==> src/design/lkbc_pkg.sv <==
package lkbc_pkg;

  localparam int KEY_W = 32;
  localparam int DATA_W = 64;
  localparam int LEN_W = 4;

  localparam logic FUNC_GET = 1'b0;
  localparam logic FUNC_PUT = 1'b1;

  typedef struct packed {
    logic              func;
    logic [KEY_W-1:0]  key;
    logic [DATA_W-1:0] write_data;
    logic [LEN_W-1:0]  write_length;
  } lkbc_req_t;

endpackage

==> src/design/lkbc_front.sv <==
module lkbc_front import lkbc_pkg::*; #(
  parameter int DEPTH = 2
) (
  input  logic      clk,
  input  logic      rst,
  input  logic      in_valid,
  output logic      in_ready,
  input  lkbc_req_t in_req,
  output logic      q_valid,
  input  logic      q_ready,
  output lkbc_req_t q_req
);

  localparam int PW = (DEPTH > 1) ? $clog2(DEPTH) : 1;

  lkbc_req_t         slots [DEPTH];
  logic [PW-1:0]     wr_ptr;
  logic [PW-1:0]     rd_ptr;
  logic [PW:0]       fill;
  logic              push;
  logic              pop;

  assign in_ready = (fill != (PW+1)'(DEPTH));
  assign q_valid  = (fill != '0);
  assign q_req    = slots[rd_ptr];
  assign push     = in_valid && in_ready;
  assign pop      = q_valid && q_ready;

  always_ff @(posedge clk) begin
    if (rst) begin
      wr_ptr <= '0;
      rd_ptr <= '0;
      fill   <= '0;
    end else begin
      if (push) begin
        // store the transaction at the tail
        slots[wr_ptr] <= in_req;
        wr_ptr <= (wr_ptr == PW'(DEPTH-1)) ? '0 : wr_ptr + 1'b1;
      end
      if (pop) begin
        rd_ptr <= (rd_ptr == PW'(DEPTH-1)) ? '0 : rd_ptr + 1'b1;
      end
      fill <= fill + (PW+1)'(push) - (PW+1)'(pop);
    end
  end

endmodule

==> src/design/lkbc_back.sv <==
module lkbc_back import lkbc_pkg::*; #(
  parameter int ENTRIES     = 16,
  parameter int BLOCK_BYTES = 8
) (
  input  logic              clk,
  input  logic              rst,
  input  logic              q_valid,
  output logic              q_ready,
  input  lkbc_req_t         q_req,
  output logic              out_valid,
  input  logic              out_ready,
  output logic              hit,
  output logic [DATA_W-1:0] read_data,
  output logic [LEN_W-1:0]  read_length
);

  localparam int IW = $clog2(ENTRIES);
  localparam int CW = IW + 1;

  localparam logic [1:0] S_IDLE    = 2'd0;
  localparam logic [1:0] S_LOOKUP  = 2'd1;
  localparam logic [1:0] S_UPDATE  = 2'd2;
  localparam logic [1:0] S_RESULT  = 2'd3;

  logic [KEY_W-1:0]  entry_key     [ENTRIES];
  logic [DATA_W-1:0] entry_payload [ENTRIES];
  logic [LEN_W-1:0]  entry_bytes   [ENTRIES];
  logic [IW-1:0]     recency_rank  [ENTRIES];
  logic [CW-1:0]     used_count;

  logic [1:0]        state;
  lkbc_req_t         req;
  logic              found;
  logic [IW-1:0]     idx;
  logic [IW-1:0]     old_rank;

  logic [ENTRIES-1:0] match_vec;
  logic [ENTRIES-1:0] lru_vec;
  logic               match_any;
  logic [IW-1:0]      match_idx;
  logic [IW-1:0]      lru_idx;
  logic [LEN_W-1:0]   sat_len;
  logic [DATA_W-1:0]  masked_data;

  // Per-entry compare, then priority encode (lowest index wins).
  always_comb begin
    match_idx = '0;
    lru_idx   = '0;
    for (int j = 0; j < ENTRIES; j++) begin
      match_vec[j] = (CW'(j) < used_count) && (entry_key[j] == req.key);
      lru_vec[j]   = (CW'(j) < used_count) &&
                     ({1'b0, recency_rank[j]} == used_count - 1'b1);
    end
    for (int j = ENTRIES-1; j >= 0; j--) begin
      if (match_vec[j]) match_idx = IW'(j);
      if (lru_vec[j])   lru_idx   = IW'(j);
    end
    match_any = |match_vec;
  end

  always_comb begin
    sat_len = (req.write_length > LEN_W'(BLOCK_BYTES)) ? LEN_W'(BLOCK_BYTES)
                                                        : req.write_length;
    for (int b = 0; b < DATA_W/8; b++) begin
      masked_data[b*8 +: 8] = (LEN_W'(b) < sat_len) ? req.write_data[b*8 +: 8] : 8'h00;
    end
  end

  assign q_ready   = (state == S_IDLE);
  assign out_valid = (state == S_RESULT);

  always_ff @(posedge clk) begin
    if (rst) begin
      state      <= S_IDLE;
      used_count <= '0;
    end else begin
      case (state)
        S_IDLE: begin
          if (q_valid) begin
            req   <= q_req;
            state <= S_LOOKUP;
          end
        end
        S_LOOKUP: begin
          found <= match_any;
          if (match_any) begin
            idx      <= match_idx;
            old_rank <= recency_rank[match_idx];
          end else if (used_count != CW'(ENTRIES)) begin
            idx      <= used_count[IW-1:0];
            old_rank <= IW'(ENTRIES-1);
          end else begin
            idx      <= lru_idx;
            old_rank <= recency_rank[lru_idx];
          end
          state <= S_UPDATE;
        end
        S_UPDATE: begin
          if (req.func == FUNC_GET && !found) begin
            hit         <= 1'b0;
            read_data   <= '0;
            read_length <= '0;
          end else begin
            // age the more recent entries, promote the chosen one
            for (int j = 0; j < ENTRIES; j++) begin
              if ((CW'(j) < used_count) && (recency_rank[j] < old_rank))
                recency_rank[j] <= recency_rank[j] + 1'b1;
            end
            recency_rank[idx] <= '0;
            hit <= found;
            if (req.func == FUNC_PUT) begin
              entry_key[idx]     <= req.key;
              entry_payload[idx] <= masked_data;
              entry_bytes[idx]   <= sat_len;
              read_data          <= masked_data;
              read_length        <= sat_len;
              if (!found && used_count != CW'(ENTRIES))
                used_count <= used_count + 1'b1;
            end else begin
              read_data   <= entry_payload[idx];
              read_length <= entry_bytes[idx];
            end
          end
          state <= S_RESULT;
        end
        S_RESULT: begin
          if (out_ready) state <= S_IDLE;
        end
        default: state <= S_IDLE;
      endcase
    end
  end

endmodule

==> src/design/lru_keyed_block_cache.sv <==
// Fully associative LRU cache of ENTRIES blocks keyed by a 32-bit id. A get
// (func 0) returns the payload and length of a present key and makes it most
// recent; a miss returns all zeros and changes nothing. A put (func 1) writes
// the key's entry, a free entry, or the least recently used one when full,
// storing only write_length bytes (saturated to BLOCK_BYTES) with zeros above.
// Every transaction returns one result. A two-deep request queue takes
// transactions while the back end works; the back end takes each one through
// queue pop, key compare across all entries, recency update and entry write,
// and result hold, and pops no new transaction until the result is accepted.
// No clearing pass after reset.
module lru_keyed_block_cache import lkbc_pkg::*; #(
  parameter int ENTRIES     = 16,
  parameter int BLOCK_BYTES = 8
) (
  input  logic              clk,
  input  logic              rst,
  input  logic              in_valid,
  output logic              in_ready,
  input  logic              func,
  input  logic [KEY_W-1:0]  key,
  input  logic [DATA_W-1:0] write_data,
  input  logic [LEN_W-1:0]  write_length,
  output logic              out_valid,
  input  logic              out_ready,
  output logic              hit,
  output logic [DATA_W-1:0] read_data,
  output logic [LEN_W-1:0]  read_length
);

  lkbc_req_t in_req;
  lkbc_req_t q_req;
  logic      q_valid;
  logic      q_ready;

  assign in_req = '{func: func, key: key, write_data: write_data,
                    write_length: write_length};

  // Front: hold incoming transactions in a short queue.
  lkbc_front #(.DEPTH(2)) u_front (
    .clk, .rst, .in_valid, .in_ready, .in_req,
    .q_valid, .q_ready, .q_req
  );

  // Back: look up, update recency, write entry, present result.
  lkbc_back #(.ENTRIES(ENTRIES), .BLOCK_BYTES(BLOCK_BYTES)) u_back (
    .clk, .rst, .q_valid, .q_ready, .q_req,
    .out_valid, .out_ready, .hit, .read_data, .read_length
  );

  // A result never appears with the length above the block size.
  assert property (@(posedge clk) disable iff (rst)
    out_valid |-> read_length <= LEN_W'(BLOCK_BYTES))
    else $error("read_length exceeds block size");

  // A stalled result holds its value.
  assert property (@(posedge clk) disable iff (rst)
    out_valid && !out_ready |=> out_valid && $stable(read_data) && $stable(hit))
    else $error("stalled result changed");

  // A get miss returns zeros.
  assert property (@(posedge clk) disable iff (rst)
    out_valid && !hit && u_back.req.func == FUNC_GET |-> read_data == '0)
    else $error("get miss returned data");

endmodule
==> config.mk <==
export PLATFORM = sky130hd
export DESIGN_NAME = lru_keyed_block_cache
export DESIGN_NICKNAME = d
export VERILOG_FILES = /design/src/design/lkbc_pkg.sv /design/src/design/lkbc_front.sv /design/src/design/lkbc_back.sv /design/src/design/lru_keyed_block_cache.sv
export SDC_FILE = /design/constraint.sdc
export NUM_CORES = 2
export LEC_CHECK = 0
export ABC_AREA = 1
export BUFFER_PORTS_ARGS = -buffer_cell sky130_fd_sc_hd__buf_2
export CAP_MARGIN = 0
export CORE_UTILIZATION = 50
export DETAILED_ROUTE_END_ITERATION = 8
export HOLD_SLACK_MARGIN = 0.05
export PLACE_DENSITY = 0.64
export SETUP_SLACK_MARGIN = 0.3
export SYNTH_ARGS = -nofsm -noshare
export SYNTH_HDL_FRONTEND = slang
export SYNTH_SLANG_ARGS = --single-unit
==> constraint.sdc <==
create_clock -name clk -period 17.5 [get_ports clk]
set_clock_uncertainty 0.1 [all_clocks]
set_input_delay 0.875 -clock clk [delete_from_list [all_inputs] [get_ports clk]]
set_output_delay 0.875 -clock clk [all_outputs]
set_load 0.02 [all_outputs]
Word level (Yosys, flattened, before mapping)
Memories as Yosys holds them, arrays and structs flattened. A register that Yosys moved wholly into a read port is not among the register bits.
Cells that the tools add are included.

word-level totals
  word-level logic and storage cells = 322
  RAM bits = 1866
  output and inout bits = 71
  memories = 5
  bits in registers = 21
  input port bits = 105

cells by class
  equality and inequality tests = 39
  add/subtract/negate cells = 22
  $lt $le $gt $ge = 41
  bitwise operators = 3
  mux-type cells = 142
  reductions and logical operators = 61

memories
  memory                depth  bits a word  read ports  clocked after memory_dff  write ports  line              source
  u_back.entry_payload  16     64           1           1                         1            lkbc_back.sv:26   logic [DATA_W-1:0] entry_payload [ENTRIES];
  u_back.entry_key      16     32           16          0                         1            lkbc_back.sv:25   logic [KEY_W-1:0] entry_key [ENTRIES];
  u_front.slots         2      101          1           1                         1            lkbc_front.sv:16  lkbc_req_t slots [DEPTH];
  u_back.entry_bytes    16     4            1           1                         1            lkbc_back.sv:27   logic [LEN_W-1:0] entry_bytes [ENTRIES];
  u_back.recency_rank   16     4            18          0                         17           lkbc_back.sv:28   logic [IW-1:0] recency_rank [ENTRIES];

operator list
  cell                 count
  $eq 32x32->1         16
  $mux 4               37
  $mux 1               94
  $eq 4x5->1           16
  $add 4x1->4 const B  16
  $lt 4x4->1           16
  $mux 8               8
  $logic_and 1x1->1    52
  $lt 4x5->1 const A   8
  $lt 3x5->1 const A   4
  $lt 3x4->1 const A   4
  $reduce_or 16->1     1
  $lt 1x5->1 const A   2
  $lt 2x5->1 const A   2
  $lt 1x4->1 const A   2
  $lt 2x4->1 const A   2
  $pmux 2 s4           1
  $reduce_and 2->1     3
  $add 5x1->5 const B  1
  $ne 5x5->1 const B   1
  $sub 5x1->5 const B  1
  $eq 2x2->1 const B   2
  $gt 4x4->1 const B   1
  $mux 2               2
  12 further kinds     16

Longest topological paths before layout
An unclocked memory read counts as a cell.

  depth in word-level cells = 22
  depth in mapped cells = 36
  mapped depth without buffers = 34

Hierarchy
From an unflattened synthesis, not the netlist that was laid out.

unflattened totals
  cell total of the unflattened synthesis = 6951
  area total of the unflattened synthesis = 88120.8 µm²

modules (own cells, without submodules)
  module      cells an instance  area each (µm²)  sequential area each (µm²)  times used
  lkbc_back   6598               80129.4          54842.6                     1
  lkbc_front  353                7991.4           6165.9                      1

Worst setup path after synthesis
Ideal clock, no wire load.

  kind = input to register
  from = in rst
  to = mem u_back.entry_bytes[10][0] (enable)
  required time = 16.719 ns
  path buffers = 4
  arrival time = 11.818 ns
  stages on the path = 7
  path slack = 4.901 ns
  library setup time = 0.681 ns
  path through = clkbuf_1 > nor2_1 > nand2_1 > clkbuf_1 > clkbuf_1 > clkbuf_1 > nor3_1

on the way
  longest elaborated chain between the ends = 2

ends and longest elaborated chain
  item                          line                         source
  start: declaration            lru_keyed_block_cache.sv:16  input logic rst,
  $mux 1                        lkbc_back.sv:73              if (rst) begin
  $mux 1 (implied by the code)  lkbc_back.sv:114             entry_bytes[idx] <= sat_len;
  end: declaration              lkbc_back.sv:27

Every way passes these cells.

Final worst setup path
  from = reg u_back.used_count[4]
  to = reg u_back.old_rank[0] (data pin)

on the way
  longest elaborated chain between the ends = 22
  elaborated cells on any way between the ends = 102
  classes of those cells = add/sub: 1; order compare: 16; eq/ne: 17; mux: 34; reduce/logical: 33; memory: 1

ends and longest elaborated chain
  item                      line              source
  start: declaration        lkbc_back.sv:29   logic [CW-1:0] used_count;
  start signal: assignment  lkbc_back.sv:118  used_count <= used_count + 1'b1;
  $sub 5x1->5               lkbc_back.sv:52   ({1'b0, recency_rank[j]} == used_count - 1'b1);
  $eq 4x5->1                lkbc_back.sv:52
  $logic_and 1x1->1         lkbc_back.sv:51   lru_vec[j] = (CW'(j) < used_count) &&
  $mux 4 (16 in a row)      lkbc_back.sv:56   if (lru_vec[j]) lru_idx = IW'(j);
  $mem_v2 16x4              n/a
  $mux 4                    lkbc_back.sv:89   end else if (used_count != CW'(ENTRIES)) begin
  $mux 4 (*)                lkbc_back.sv:86   if (match_any) begin
  end signal: assignment    lkbc_back.sv:88   old_rank <= recency_rank[match_idx];
  end signal: assignment    lkbc_back.sv:91   old_rank <= IW'(ENTRIES-1);
  end signal: assignment    lkbc_back.sv:94   old_rank <= recency_rank[lru_idx];
  end: declaration          lkbc_back.sv:35   logic [IW-1:0] old_rank;

Every way passes the cells marked *; elsewhere a longest branch is shown, timed or not.
A chain may end at the register's enable or synchronous reset.

==> results.md <==
- Async set-reset flop share out of synthesis: 0%
- FF/Latch Area: 61000 µm²
- CP Class: reg2reg
- CTS buffer count: 206
- Worst Path Max Fanout: 35
- Final Hold Vio Count: 0
- Final core utilization: 56.3%
- Final Setup Violations: 0
- H-tree depth: 4
- Tot Pwr: 12.5 mW
- Met2 wire length: 130000 µm
- Most frequent cells in the layout: 1981 x edfxtp_1, 1406 x nand2_1, 603 x nand3_1
- Worst path bufs/invs: 2
- Met3 routed WL: 19400 µm
- Area after DPL: 91200 µm²
- Hpwl dp: 169000 µm
- Multi-input logic area: 23400 µm²
- Run status: finished clean
- Via Count: 59100
- Via/cell ratio: 6.00
- Die Ht: 420 µm
- GPL Wtd Cong: 0.962
- Crit path capture type: flip-flop
- Final worst setup slack: 12.13 ns
- Core area: 174000 µm²
- Largest net degree at the start of global routing: 161
- CTS Buffer Depth: 3
- M1 WL: 113000 µm
- Cell family with most CP delay: simple AND/OR/NAND/NOR gates
- Synth-to-layout area growth: 11.9%
- Max layer used: met5
- Final Cell Area: 97900 µm²
- Post-synthesis cell area: 87500 µm²
- Final min period: 5.37 ns
- Fmax: 0.186 GHz
- Distinct cells, synth: 57
- Max-cap viol count: 0
- Synth warn: 0
- Worst-Margin Slew: 1.27 ns
- Cell repeated most along the worst path: nand2_1
- Synth Flop Type: edfxtp_1
- DR iter-0 viols: 6719
- Max transition margin: 15.0%
- Clock insertion delay at the later pin of the skew report: 0.87 ns
- Vias in the first global route: 56600
- Worst Path Required: 17.96 ns
- Leakage Power: 34.5 nW
- # rows: 153
- Syn Area/Cell: 12.3 µm²
- Cells after synthesis: 7139
- Crit start category: flip-flop
- Drt pass-1 iters: 6
- Die W: 420 µm
- Final Cycle Share: 30.7%
- HP Class: in2reg
- Commonest non-fill, non-tap cell in the layout: edfxtp_1
- CTS tree: yes
- Initial antenna violation count: 9
- Wirelength per Cell: 27.7 µm
- #FFs+latches synth: 2056
- Setup TNS Final: 0 ns
- Routed Antenna Nets: 0
- Die ar.: 177000 µm²
- First-pass GRT wire length: 392000 µm
- EDFF count, synth: 1981
- CP max stage cell: dfxtp_1
- Unrepaired setup endpoints after global routing: false
- # port buffers: 175
- Pins Over Slew Limit: 0
- Gr usage total: 30.7%
- Power Density: 128 nW/µm²
- Register area share after synthesis: 69.7%
- DRC viols: 0
- Fillcell total: 14300
- Initial Util: 50.3%
- GR Overflow Total: 0
- Syn nets: 7318
- Final wirelength: 273000 µm
- Delay of the slowest cell on the worst path: 0.65 ns
- Setup WS pre-CTS: 11.94 ns
- Worst vdd ir: 0.000124 V
- Share of cells above drive strength 1: 10.3%
- Worst endpoint data arrival time: 5.83 ns
- Sink Count: 2056
- Final nets: 7538
- Root Driver: clkbuf_16
- Clock transition at path regs: 0.06 ns
- I/O pin cnt: 176
## stage by stage
step	hold WS, ns	instances
floorplan	0.344	7139
global placement	0.355	9469
detailed placement	0.366	9469
CTS	0.0508	9854
global route	0.0720	9858
finish	0.101	9860
## cell families (layout without fill, tap and decap cells)
kind of cell	after synthesis	count (layout)	share of synthesized area, %
AO/OA/AOI/OAI	880	880	6.41
XOR/XNOR	406	406	4.06
adder cells (fa/ha/maj)	74	74	1.06
buffers and inverters	802	1192	3.70
flip-flops	2056	2056	69.7
other	0	6	0
AND/OR/NAND/NOR	2921	2921	15.0
## routing by layer
metal / GRT usage [%] / vias to the layer above
met1: 42.1 / 29600
li1: - / 26400
met4: 12.2 / 6
met3: 3.85 / 440
met5: 0 / -
met2: 49.8 / 2747
## cells in the mapped netlist (all sizes together) (9+ instances only)
master / count / area share, %
a21oi: 161 / 0.92
and2: 16 / 0.11
nand2: 1416 / 6.1
edfxtp: 1981 / 68
dfxtp: 75 / 1.7
o21ai: 152 / 0.88
nor3b: 13 / 0.11
xor2: 137 / 1.4
nand3b: 16 / 0.14
nor2: 310 / 1.3
nor3: 119 / 0.68
inv: 467 / 2.0
a22oi: 274 / 2.4
a31oi: 234 / 1.7
a221oi: 16 / 0.16
xnor2: 269 / 2.7
o22ai: 9 / 0.064
nand3: 604 / 3.5
nor4: 141 / 1.0
ha: 74 / 1.1
nand4: 176 / 1.3
clkbuf: 238 / 1.0
or2: 87 / 0.62
buf: 92 / 0.66
## state kept, by name, summed over array words and instances, names as in the netlist, 4 cells and up
signal	flops
u_back.used_count	5
u_back.read_length	4
u_back.read_data	64
u_back.entry_payload	1024
u_back.old_rank	4
u_front.slots	202
u_back.req	101
u_back.entry_bytes	64
u_back.recency_rank	64
u_back.idx	4
u_back.entry_key	512
## worst paths after layout
path	to	start	cells past startpoint	slack [ns]
setup / recovery	u_back.old_rank[0]$_DFFE_PP_	u_back.used_count[4]$_SDFFE_PP0P_	25	12.13
setup reg to reg	u_back.old_rank[0]$_DFFE_PP_	u_back.used_count[4]$_SDFFE_PP0P_	25	12.13
hold reg to reg	u_front.wr_ptr$_SDFFE_PP0P_	u_front.wr_ptr$_SDFFE_PP0P_	2	0.37
hold / removal	u_front.slots[1][73]$_DFFE_PP_	key[5]	1	0.10
## repair_timing
| action | CTS | global route |
|---|---|---|
| hold buffers | 7 | 0 |
| gates resized for setup | 0 | 0 |
| buffers inserted | 0 | 0 |
| endpoints found under the hold margin | 14 | 0 |
| endpoints found under the setup margin | 0 | 0 |
## area by class of cell
cell class	count	area share, %
tap	2325	2.97
timing repair buffer	342	2.23
inverter	472	1.82
antenna	6	0.0153
sequential	2056	62.3
multi-input combinational	4281	23.9
clock buffer	252	5.48
clock inverter	126	1.24
## power by group
| group | leakage, nW | internal [mW] | switching, mW |
|---|---|---|---|
| Sequential | 18.6 | 5.83 | 0.162 |
| Clock | 3.17 | 2.39 | 1.92 |
| Combinational | 12.8 | 0.525 | 1.66 |
No activity file was read; power rests on OpenSTA's default activity.
